**src/rtl/assert_macros.svh**
```systemverilog
// assertion macros used by the core rtl file
`ifndef ASSERT_MACROS_SVH
`define ASSERT_MACROS_SVH
`ifndef SYNTH
// implication in the same cycle
`define AST_SAME(label, clk, rst_n, ante, cons) \
    label: assert property (@(posedge clk) disable iff (!rst_n) (ante) |-> (cons)) \
        else $error("assertion failed: same-cycle check");
// implication into the following cycle
`define AST_NEXT(label, clk, rst_n, ante, cons) \
    label: assert property (@(posedge clk) disable iff (!rst_n) (ante) |=> (cons)) \
        else $error("assertion failed: next-cycle check");
`else
`define AST_SAME(label, clk, rst_n, ante, cons)
`define AST_NEXT(label, clk, rst_n, ante, cons)
`endif
`endif

```
**src/rtl/nstp_pkg.sv**
```systemverilog
// types, codes and note table for the tone player
`default_nettype none
package nstp_pkg;

    // input word kinds
    localparam logic [2:0] KIND_TICK  = 3'd0;
    localparam logic [2:0] KIND_WRITE = 3'd1;
    localparam logic [2:0] KIND_PLAY  = 3'd2;
    localparam logic [2:0] KIND_STOP  = 3'd3;
    localparam logic [2:0] KIND_BEEP  = 3'd4;

    localparam logic [7:0] GAP_RESET = 8'd25;
    localparam logic [7:0] NOTE_MAX  = 8'd131;
    localparam logic [7:0] SEMITONES = 8'd12;
    localparam logic [3:0] TOP_OCT   = 4'd10;
    // reciprocal of twelve, scaled by 2^11, exact for notes up to 131
    localparam logic [15:0] RECIP_12 = 16'd171;

    // top octave frequencies in hertz
    localparam logic [13:0] NOTE_HZ [0:11] = '{
        14'd8372, 14'd8870, 14'd9397, 14'd9956, 14'd10548, 14'd11175,
        14'd11840, 14'd12544, 14'd13290, 14'd14080, 14'd14917, 14'd15804
    };

    typedef struct packed {
        logic [2:0]  kind;
        logic [7:0]  elapsed_ms;
        logic [7:0]  note_number;
        logic [15:0] note_len_ms;
        logic [5:0]  entry_index;
        logic [6:0]  note_count;
    } t_in;

    typedef struct packed {
        logic        tone_on;
        logic [13:0] tone_hz;
        logic        beep_done;
        logic        play_done;
        logic        playing;
    } t_out;

    typedef struct packed {
        logic [7:0]  note;
        logic [15:0] dur;
    } t_entry;

    // sequencer commands to the datapath
    typedef struct packed {
        logic latch;
        logic act;
        logic load;
        logic fin;
    } t_cmd;

    // datapath status to the sequencer
    typedef struct packed {
        logic play_go;
        logic next_go;
    } t_sts;

    // note number to tone frequency
    function automatic logic [13:0] note_hz(input logic [7:0] note);
        logic [7:0]  n;
        logic [15:0] prod;
        logic [3:0]  oct;
        logic [7:0]  semi_w;
        logic [3:0]  semi;
        logic [3:0]  sh;
        n      = (note > NOTE_MAX) ? NOTE_MAX : note;
        prod   = 16'(n) * RECIP_12;
        oct    = prod[14:11];
        semi_w = n - 8'(8'({4'b0, oct}) * SEMITONES);
        semi   = semi_w[3:0];
        sh     = TOP_OCT - oct;
        return NOTE_HZ[semi] >> sh;
    endfunction

endpackage
`default_nettype wire

```
**src/rtl/note_sequence_tone_player_core.sv**
```systemverilog
// Each word is taken when start is high and busy low; its result word shows on o_result
// with o_valid for one cycle in state OUT, after ACT, RD, FIN and NXT, RD and NXT only
// when needed; busy drops the cycle after, so a word is taken only once the last is out.
// RD and NXT serve the note store's registered read port, for a play word and for a note
// that follows an ended one. Synchronous active-low reset clears the player state, sets
// gap_ms to 25 and leaves the note store uncleared: entries keep old contents until written.
`default_nettype none
`include "assert_macros.svh"
module note_sequence_tone_player_core #(
    parameter int NOTE_SLOTS = 64
) (
    input  wire logic          i_clk,
    input  wire logic          i_rst_n,
    input  wire logic          start,
    output logic               busy,
    input  wire nstp_pkg::t_in i_item,
    output logic               o_valid,
    output nstp_pkg::t_out     o_result,
    input  wire logic          i_cfg_we,
    input  wire logic [7:0]    i_cfg_wdata
);

    nstp_pkg::t_cmd cmd;
    nstp_pkg::t_sts sts;

    // sequencer
    nstp_ctrl u_ctrl (
        .i_clk   (i_clk),
        .i_rst_n (i_rst_n),
        .start   (start),
        .i_sts   (sts),
        .o_cmd   (cmd),
        .busy    (busy),
        .o_valid (o_valid)
    );

    // datapath
    nstp_dp #(
        .NOTE_SLOTS (NOTE_SLOTS)
    ) u_dp (
        .i_clk       (i_clk),
        .i_rst_n     (i_rst_n),
        .i_cmd       (cmd),
        .i_item      (i_item),
        .i_cfg_we    (i_cfg_we),
        .i_cfg_wdata (i_cfg_wdata),
        .o_sts       (sts),
        .o_result    (o_result)
    );

    // checks
    `AST_NEXT(a_accept_busy, i_clk, i_rst_n, start && !busy, busy)
    `AST_NEXT(a_valid_idle, i_clk, i_rst_n, o_valid, !busy && !o_valid)
    `AST_SAME(a_play_beep, i_clk, i_rst_n, o_result.play_done, o_result.beep_done)
    `AST_SAME(a_play_stop, i_clk, i_rst_n, o_result.play_done, !o_result.playing)

endmodule
`default_nettype wire

```
**src/rtl/nstp_ctrl.sv**
```systemverilog
// sequencer state machine for the tone player
`default_nettype none
module nstp_ctrl (
    input  wire logic          i_clk,
    input  wire logic          i_rst_n,
    input  wire logic          start,
    input  wire nstp_pkg::t_sts i_sts,
    output nstp_pkg::t_cmd     o_cmd,
    output logic               busy,
    output logic               o_valid
);

    typedef enum logic [5:0] {
        S_IDLE = 6'b000001,
        S_ACT  = 6'b000010,
        S_RD   = 6'b000100,
        S_FIN  = 6'b001000,
        S_NXT  = 6'b010000,
        S_OUT  = 6'b100000
    } t_state;

    t_state r_state;
    t_state n_state;

    // next state and commands
    always_comb begin
        n_state = r_state;
        o_cmd   = '0;
        case (r_state)
            S_IDLE: begin
                if (start) begin
                    o_cmd.latch = 1'b1;
                    n_state     = S_ACT;
                end
            end
            S_ACT: begin
                o_cmd.act = 1'b1;
                n_state   = i_sts.play_go ? S_RD : S_FIN;
            end
            S_RD: begin
                o_cmd.load = 1'b1;
                n_state    = S_FIN;
            end
            S_FIN: begin
                o_cmd.fin = 1'b1;
                n_state   = i_sts.next_go ? S_NXT : S_OUT;
            end
            S_NXT: begin
                o_cmd.load = 1'b1;
                n_state    = S_OUT;
            end
            S_OUT: begin
                n_state = S_IDLE;
            end
            default: begin
                n_state = S_IDLE;
            end
        endcase
    end

    // state register
    always_ff @(posedge i_clk) begin
        if (!i_rst_n) begin
            r_state <= S_IDLE;
        end else begin
            r_state <= n_state;
        end
    end

    assign busy    = (r_state != S_IDLE);
    assign o_valid = (r_state == S_OUT);

endmodule
`default_nettype wire

```
**src/rtl/nstp_dp.sv**
```systemverilog
// datapath: note store, timing state and tone registers
`default_nettype none
module nstp_dp #(
    parameter int NOTE_SLOTS = 64
) (
    input  wire logic           i_clk,
    input  wire logic           i_rst_n,
    input  wire nstp_pkg::t_cmd i_cmd,
    input  wire nstp_pkg::t_in  i_item,
    input  wire logic           i_cfg_we,
    input  wire logic [7:0]     i_cfg_wdata,
    output nstp_pkg::t_sts      o_sts,
    output nstp_pkg::t_out      o_result
);

    localparam int AW = (NOTE_SLOTS > 1) ? $clog2(NOTE_SLOTS) : 1;
    localparam logic [6:0] SLOTS_SAT = (NOTE_SLOTS > 127) ? 7'd127 : 7'(NOTE_SLOTS);

    nstp_pkg::t_entry r_mem [0:NOTE_SLOTS-1];
    nstp_pkg::t_entry r_rd_data;
    nstp_pkg::t_in    r_item;

    logic [7:0]  r_gap;
    logic [15:0] r_rem,    n_rem;
    logic        r_end,    n_end;
    logic        r_sound,  n_sound;
    logic [13:0] r_hz,     n_hz;
    logic        r_active, n_active;
    logic [6:0]  r_len,    n_len;
    logic [6:0]  r_pos,    n_pos;
    logic        r_beep,   n_beep;
    logic        r_play,   n_play;

    logic          mem_we;
    logic [AW-1:0] rd_addr;
    logic [6:0]    sat_len;

    // play count limited to the store depth
    assign sat_len = (32'(r_item.note_count) > NOTE_SLOTS) ? SLOTS_SAT : r_item.note_count;

    assign mem_we = i_cmd.act && (r_item.kind == nstp_pkg::KIND_WRITE)
                    && (32'(r_item.entry_index) < NOTE_SLOTS);

    // status for the sequencer
    assign o_sts.play_go = (r_item.kind == nstp_pkg::KIND_PLAY) && (sat_len != 7'd0);
    assign o_sts.next_go = r_end && (r_pos < r_len);

    // per-phase update of the player state
    always_comb begin
        n_rem    = r_rem;
        n_end    = r_end;
        n_sound  = r_sound;
        n_hz     = r_hz;
        n_active = r_active;
        n_len    = r_len;
        n_pos    = r_pos;
        n_beep   = r_beep;
        n_play   = r_play;
        rd_addr  = '0;
        if (i_cmd.act) begin
            n_beep = 1'b0;
            n_play = 1'b0;
            case (r_item.kind)
                nstp_pkg::KIND_TICK: begin
                    if (r_rem > {8'd0, r_item.elapsed_ms}) begin
                        n_rem = r_rem - {8'd0, r_item.elapsed_ms};
                        if (n_rem < {8'd0, r_gap}) begin
                            n_sound = 1'b0;
                        end
                    end else if (r_rem != 16'd0) begin
                        n_rem = 16'd0;
                        n_end = 1'b1;
                    end
                end
                nstp_pkg::KIND_PLAY: begin
                    n_len = sat_len;
                    n_pos = 7'd0;
                    if (sat_len != 7'd0) begin
                        n_active = 1'b1;
                        n_pos    = 7'd1;
                    end
                end
                nstp_pkg::KIND_STOP: begin
                    n_len    = 7'd0;
                    n_pos    = 7'd0;
                    n_active = 1'b0;
                end
                nstp_pkg::KIND_BEEP: begin
                    n_hz    = nstp_pkg::note_hz(r_item.note_number);
                    n_end   = r_end || (r_rem != 16'd0);
                    n_rem   = r_item.note_len_ms;
                    n_sound = 1'b1;
                end
                default: begin
                end
            endcase
        end
        // start a note from the stored entry
        if (i_cmd.load) begin
            n_hz    = nstp_pkg::note_hz(r_rd_data.note);
            n_end   = r_end || (r_rem != 16'd0);
            n_rem   = r_rd_data.dur;
            n_sound = 1'b1;
        end
        // end of note handling
        if (i_cmd.fin && r_end) begin
            n_end   = 1'b0;
            n_sound = 1'b0;
            n_beep  = 1'b1;
            if (r_pos < r_len) begin
                rd_addr = AW'(r_pos);
                n_pos   = r_pos + 7'd1;
            end else if (r_pos != 7'd0) begin
                n_active = 1'b0;
                n_play   = 1'b1;
            end
        end
    end

    // note store, registered read
    always_ff @(posedge i_clk) begin
        if (mem_we) begin
            r_mem[AW'(r_item.entry_index)] <= '{note: r_item.note_number,
                                                dur: r_item.note_len_ms};
        end
        r_rd_data <= r_mem[rd_addr];
    end

    // captured input word
    always_ff @(posedge i_clk) begin
        if (i_cmd.latch) begin
            r_item <= i_item;
        end
    end

    // player state registers
    always_ff @(posedge i_clk) begin
        if (!i_rst_n) begin
            r_gap    <= nstp_pkg::GAP_RESET;
            r_rem    <= '0;
            r_end    <= 1'b0;
            r_sound  <= 1'b0;
            r_hz     <= '0;
            r_active <= 1'b0;
            r_len    <= '0;
            r_pos    <= '0;
            r_beep   <= 1'b0;
            r_play   <= 1'b0;
        end else begin
            if (i_cfg_we) begin
                r_gap <= i_cfg_wdata;
            end
            r_rem    <= n_rem;
            r_end    <= n_end;
            r_sound  <= n_sound;
            r_hz     <= n_hz;
            r_active <= n_active;
            r_len    <= n_len;
            r_pos    <= n_pos;
            r_beep   <= n_beep;
            r_play   <= n_play;
        end
    end

    // result word
    assign o_result.tone_on   = r_sound;
    assign o_result.tone_hz   = r_hz;
    assign o_result.beep_done = r_beep;
    assign o_result.play_done = r_play;
    assign o_result.playing   = r_active;

endmodule
`default_nettype wire

```
**config.mk**
```make
export PLATFORM = sky130hd
export DESIGN_NAME = note_sequence_tone_player_core
export DESIGN_NICKNAME = d
export VERILOG_FILES = /design/src/rtl/nstp_pkg.sv /design/src/rtl/note_sequence_tone_player_core.sv /design/src/rtl/nstp_ctrl.sv /design/src/rtl/nstp_dp.sv
export VERILOG_INCLUDE_DIRS = /design/src /design/src/rtl
export SDC_FILE = /design/constraint.sdc
export NUM_CORES = 2
export LEC_CHECK = 0
export BUFFER_PORTS_ARGS = -buffer_cell sky130_fd_sc_hd__buf_2
export CAP_MARGIN = 20
export CELL_PAD_IN_SITES_DETAIL_PLACEMENT = 1
export CELL_PAD_IN_SITES_GLOBAL_PLACEMENT = 2
export CORE_AREA = 5 5 461 463
export CTS_BUF_LIST = sky130_fd_sc_hd__clkbuf_16
export CTS_CLUSTER_SIZE = 20
export DETAILED_ROUTE_END_ITERATION = 8
export DIE_AREA = 0 0 466 468
export PLACE_DENSITY = 0.69
export SLEW_MARGIN = 20
export SYNTH_ARGS = -nofsm -noshare
export SYNTH_HDL_FRONTEND = slang
export SYNTH_SLANG_ARGS = --single-unit
```
**constraint.sdc**
```tcl
create_clock -name i_clk -period 22.9 [get_ports i_clk]
set_input_delay 4.58 -clock i_clk [delete_from_list [all_inputs] [get_ports i_clk]]
set_output_delay 4.58 -clock i_clk [all_outputs]
set_load 0.03 [all_outputs]
```
# After elaboration in Yosys (flattened, before gate mapping)
# Memory sizes are Yosys's and may differ from the RTL's. A register that Yosys moved wholly into a read port is not among the register bits.
# Index checks and enable logic that the tools add are counted.
totals:
  reg_bits: 111
  ram_bits: 1536
  mem_bits_ro: 448
  output_inout_bits: 20
  memories: 3
mem_list:
  columns: ["name", "words", "width", "rd", "rd_ports_with_merged_regs", "wr", "line", "text"]
  rows:
  - ["u_dp.r_mem", 64, 24, 1, 1, 1, "nstp_dp.sv:19", "nstp_pkg::t_entry r_mem [0:NOTE_SLOTS-1];"]
  - ["(name not given)", 16, 14, 1, 0, 0, "nstp_pkg.sv:75", "return NOTE_HZ[semi] >> sh;"]
  - ["(name not given)", 16, 14, 1, 0, 0, "nstp_pkg.sv:75", null]
classes:
  add_sub_neg: 6
  n_mul: 4
  order_cmp: 8
  eq_ne: 17
  n_shift: 2
  mux: 56
  n_bitwise: 3
  reduce_logical: 21
op_table:
  columns: ["op", "count"]
  rows:
  - ["$mux W14", 7]
  - ["$mux W16", 4]
  - ["$pmux W16 S2", 1]
  - ["$mul A8 B8 Y15 const B", 2]
  - ["$pmux W6 S5", 1]
  - ["$mux W7", 4]
  - ["$pmux W7 S2", 2]
  - ["$shr A14 B4 Y14", 2]
  - ["$mux W1", 27]
  - ["$mux W6", 4]
  - ["$gt A16 B8 Y1", 1]
  - ["$gt A8 B8 Y1 const B", 2]
  - ["$lt A16 B8 Y1", 1]
  - ["$mux W8", 2]
  - ["$reduce_bool A16 Y1", 1]
  - ["$sub A16 B8 Y16", 1]
  - ["$reduce_bool A7 Y1", 2]
  - ["$ge A5 B5 Y1 const B", 2]
  - ["$not A4 Y5", 2]
  - ["$ne A3 B2 Y1 const B", 3]
  - ["$mul A4 B2 Y2 const B", 2]
  - ["$reduce_and A4 Y1", 2]
  - ["$reduce_bool A2 Y1", 4]
  - ["$sub A4 B4 Y4", 2]
  - ["27 further kinds", 36]

# Depth between registers and ports, before layout
logic_depth:
  word_depth: 13
  ltp_mapped: 28
  depth_no_buf: 25

# Hierarchy
# A second synthesis with hierarchy kept.
unflattened:
  cells_unflattened: 4759
  area_unflattened_um2: 68918.6
modules_own_cells:
  columns: ["mod", "instances", "cells_each", "area_per_inst_um2"]
  rows:
  - ["nstp_dp", 1, 4715, 68550.7]
  - ["nstp_ctrl", 1, 44, 367.9]

# Least setup slack after synthesis
# No wires, ideal clock.
synth_timing:
  kind: "register -> register"
  from: "register u_dp.r_item[35] in the netlist's numbering"
  to: "register u_dp.r_hz[5]"
  setup_time_ns: 0.119
  arrival_time_ns: 7.482
  required_time_ns: 22.781
  slack_ns: 15.299
  stages_incl_launch_ff: 29
  path_buffers: 3
  period_less_slack_ns: 7.601
  path_cell_list: "edfxtp_1 > or4_1 > o21ai_0 > nand2_1 > ha_1 > fa_1 > inv_1 > fa_1 > fa_1 > inv_1 > ha_1 > o21ai_0 > o2bb2ai_1 > a311o_1 > nand2_1 > buf_2 > ha_1 > clkbuf_1 > xnor2_1 > xor2_1 > buf_2 > nand3_1 > a21oi_1 > nor2_1 > mux4_2 > mux2i_1 > nor3_1 > a221o_1 > o221a_2"
synth_between:
  elab_chain_cells: 13
  elab_cells_between_ends: 14
  cone_classes: "add/sub: 2; mul: 2; order compare: 1; shift: 1; mux: 6; bitwise: 1; memory: 1"
synth_lines:
  columns: ["item", "line", "text"]
  rows:
  - ["start: declaration", "nstp_dp.sv:21", "nstp_pkg::t_in r_item;"]
  - ["start signal: assignment", "nstp_dp.sv:132", "r_item <= i_item;"]
  - ["$gt A8 B8 Y1", "nstp_pkg.sv:69", "n = (note > NOTE_MAX) ? NOTE_MAX : note;"]
  - ["$mux W8 *", "nstp_pkg.sv:69", null]
  - ["$mul A8 B8 Y15", "nstp_pkg.sv:70", "prod = 16'(n) * RECIP_12;"]
  - ["$mul A4 B2 Y2", "nstp_pkg.sv:72", "semi_w = n - 8'(8'({4'b0, oct}) * SEMITONES);"]
  - ["$sub A4 B4 Y4", "nstp_pkg.sv:72", null]
  - ["$not A4 Y5 (implied by the code)", "nstp_pkg.sv:75", null]
  - ["$mem_v2 Z16 W14", null, null]
  - ["$mux W14 (implied by the code) (2 in a row)", "nstp_pkg.sv:75", null]
  - ["$shr A14 B4 Y14 *", "nstp_pkg.sv:75", null]
  - ["$mux W14 *", "nstp_dp.sv:63", "case (r_item.kind)"]
  - ["$mux W14 *", "nstp_dp.sv:60", "if (i_cmd.act) begin"]
  - ["$mux W14 *", "nstp_dp.sv:99", "if (i_cmd.load) begin"]
  - ["end signal: assignment", "nstp_dp.sv:156", "r_hz <= n_hz;"]
  - ["end: declaration", "nstp_dp.sv:27", "logic [13:0] r_hz, n_hz;"]
# Every way passes the cells marked *; elsewhere a longest branch is shown, timed or not. The select of a mux whose other input is x is not followed.
# A chain may end at the register's enable or synchronous reset.

# Worst setup path after layout
layout_timing:
  from: "register u_dp.r_item[34] in the netlist's numbering"
  to: "register u_dp.r_hz[5]"
# Same word-level chain as after synthesis.

==> out/qor.txt <==
Mapped Avg Cell Area: 14.9 um^2
Req. time, crit path: 23610 ps
Clock Latency Late Sink: 830 ps
Met2 usage: 33.2%
Clock root buffer: clkbuf_16
Final nets: 5055
Number of synthesized flops with an enable pin: 1584
Post-DR vias/cell: 5.45
Count of cell types in the netlist: 86
Synthesis-to-finish area growth: 14.5%
Status: finished clean
Power Internal: 0.00522 W
Prevailing post-synth register cell: edfxtp_1
Flops & latches, synth: 1671
Crit-path max cell delay: 730 ps
Final Hold Fails: 0
Cts repair resizes: 0
Initial antenna violation count: 11
RD Place Congestion: 0.791
Largest net degree at the start of global routing: 110
Ys Warns: 0
Max IR drop VDD: 0.0771 mV
Hold wc startpoint: u_dp.r_rd_data[0]
Reg power frac: 48.6%
GRT Max-Usage Layer: met2
Endpoint class of the critical path: register
Routing usage on met3: 3.16%
TritonCTS buffer count: 175
Sequential share of the synthesized area: 70.1%
Startpoint types: register
Largest buffer count on any clock path: 3
CTS tree: yes
H-tree depth: 4
Buffer and inverter count on the worst path: 3
Via count of the first global-routing pass: 44290
Clock power share: 40.4%
Routed WL: 218000 um
Port Buffers: 79
Die Y: 468 um
Die width: 466 um
Rows: 168
Slew HR: 20.8%
Power per Cell Area: 86.5 nW/um^2
Sw Ratio: 25.0%
Post-CTS setup buffer count: 0
Worst Clk Skew: 57.9 ps
Crit-path slowest cell: ha_1
First-pass GRT wire length: 315000 um
Worst Slack Setup Final: 14150 ps
Post-Place Setup Slack: 14040 ps
Crit share post-route: 38.2%
Worst Path Arrival: 9470 ps
Crit-path max FO: 66
Core area: 208000 um^2
Syn Nets: 4909
Tightest Pin Transition: 1190 ps
Max Slew Vio Count: 0
Multi-input gate area: 19800 um^2
All-Layer GR Usage: 19.6%
Die Area: 218000 um^2
CTS Hold Buffers Added: 0
Endpoints failing setup: 0
Combinational Power Share: 11.0%
Post-route DRC: 0
DR iter-0 viols: 3509
Total gr overflow: 0
RSZ-0062 raised after global routing: no
Mapped Area: 70400 um^2
Hold WC Path Type: register to register
Max-cap viol count: 0
Post-synth ARST share: 0%
Most frequent cells in the layout: 1584 x edfxtp_1, 489 x mux2i_1, 221 x nor2_1
Psw: 0.00174 W
Met1 Use GR: 26.4%
Vias: 42533
Post-DRT Antenna Nets: 0
Clk sinks: 1671
Initial Utilization: 33.8%
Crit path from: u_dp.r_item[34]
Reg clk slew, reported paths: 60 ps
Layout cells sized above 1: 14.7%
DR WL/cell: 27.9 um
Mapped Cells: 4709
Final Critical Period: 8750 ps
Setup CP Type: register to register
Setup_tns: 0 ps
R2R Path Start: u_dp.r_item[34]
Lkg Pwr: 26.6 nW
Top delay family on crit path: adder cells
Hpwl dp: 128000 um
I/O pin count: 80
Commonest non-fill, non-tap cell in the layout: edfxtp_1
FILL cells: 21183
FF+latch area: 49300 um^2
Max Fclk: 114 MHz
Drt first pass iters: 5
power groups by stage:
stage          clock network [W]  logic [W]  registers, W
6_report                 0.00281   0.000767       0.00338
5_1_grt                  0.00301   0.000846       0.00338
4_1_cts                  0.00287   0.000768       0.00338
3_5_place_dp                   0   0.000763       0.00345
3_3_place_gp                   0   0.000749       0.00345
2_1_floorplan                  0   0.000515       0.00347
registers in the layout, indices dropped and copies added (netlist names):
signal	count
u_ctrl.r_state	6
u_dp.r_active	1
u_dp.r_beep	1
u_dp.r_end	1
u_dp.r_gap	8
u_dp.r_hz	14
u_dp.r_item	48
u_dp.r_len	7
u_dp.r_mem	1536
u_dp.r_play	1
u_dp.r_pos	7
u_dp.r_rd_data	24
u_dp.r_rem	16
u_dp.r_sound	1
worst reg2reg max path, cell delays in order (launching register included):
cell	delay, ps
edfxtp_1	360
buf_4	320
or4_1	610
o21ai_0	380
nand2_1	290
ha_1	410
fa_1	510
inv_1	50
fa_1	470
fa_1	500
inv_1	40
ha_1	280
o21ai_0	90
o2bb2ai_1	160
a32oi_1	350
nand2_1	420
ha_1	740
xnor2_1	250
xor2_1	600
nand3_1	160
a21oi_1	300
nor2_1	130
mux4_2	480
mux2i_1	190
nor3_1	70
a221o_1	300
o221a_2	240
path summary, 6_finish.rpt:
kind / to / slack (ps) / depth (start not counted)
min: u_dp.r_rem[0] / 460 / 2
min reg2reg: u_dp.r_rem[0] / 460 / 2
max reg2reg: u_dp.r_hz[5] / 14150 / 26
max: u_dp.r_hz[5] / 14150 / 26
area by class of cell:
cell class / count / area share, %
sequential: 1671 / 61.2
timing repair buffer: 248 / 2.13
antenna: 4 / 0.0124
tap: 2805 / 4.36
inverter: 151 / 0.707
clock buffer: 175 / 5.44
multi-input combinational: 2608 / 24.5
clock inverter: 147 / 1.62
logic make-up after synthesis:
kind of cell | Yosys count | share of synthesized area, %
flops | 1671 | 70.1
compound gates | 951 | 9.16
simple gates | 877 | 5.90
mux | 611 | 9.35
buf+inv | 430 | 2.42
fa+ha+maj | 140 | 2.73
xor+xnor | 29 | 0.372
through the flow:
stage | area (um^2) | power (W) | utilization (%) | instances | hold slack [ps]
after global placement | 74800 | 0.00420 | 35.9 | 7483 | 443
final | 80600 | 0.00696 | 38.7 | 7809 | 461
after CTS | 80500 | 0.00702 | 38.6 | 7805 | 463
after floorplan | 70400 | 0.00399 | - | 4709 | 417
after global routing | 80500 | 0.00724 | 38.7 | 7805 | 480
after detailed placement | 74800 | 0.00421 | 35.9 | 7483 | 452
Yosys cell counts, types with 13 or more instances:
master | count | area share [%]
a221oi_1 | 61 | 0.76
nand2b_1 | 35 | 0.31
a211oi_1 | 60 | 0.64
and3_1 | 44 | 0.39
xnor2_1 | 22 | 0.27
nor3_1 | 39 | 0.28
fa_1 | 23 | 0.65
buf_2 | 41 | 0.29
ha_1 | 117 | 2.1
o22ai_1 | 35 | 0.31
a21boi_0 | 24 | 0.26
a31oi_1 | 31 | 0.28
nor2b_1 | 14 | 0.12
o211ai_1 | 41 | 0.44
o221ai_1 | 28 | 0.35
and2_1 | 30 | 0.27
a22oi_1 | 91 | 0.97
nor2_1 | 287 | 1.5
buf_1 | 40 | 0.21
a21oi_1 | 205 | 1.5
nand2_1 | 209 | 1.1
o21ai_0 | 205 | 1.5
nand3_1 | 103 | 0.73
or3_1 | 54 | 0.48
dfxtp_1 | 87 | 2.5
o2111ai_1 | 22 | 0.27
mux4_2 | 28 | 0.90
mux2i_1 | 489 | 7.0
o311ai_0 | 23 | 0.29
edfxtp_1 | 1584 | 68
o21a_1 | 13 | 0.14
clkbuf_1 | 187 | 1.0
mux2_2 | 94 | 1.5
inv_1 | 147 | 0.78
metal layers:
metal,part of all wire (%),vias to the layer above
met3,5.3,269
met2,48,1098
met5,0,-
met4,2.2,0
met1,44,22546
li1,-,18620
Power figures use the tool's default switching activity.
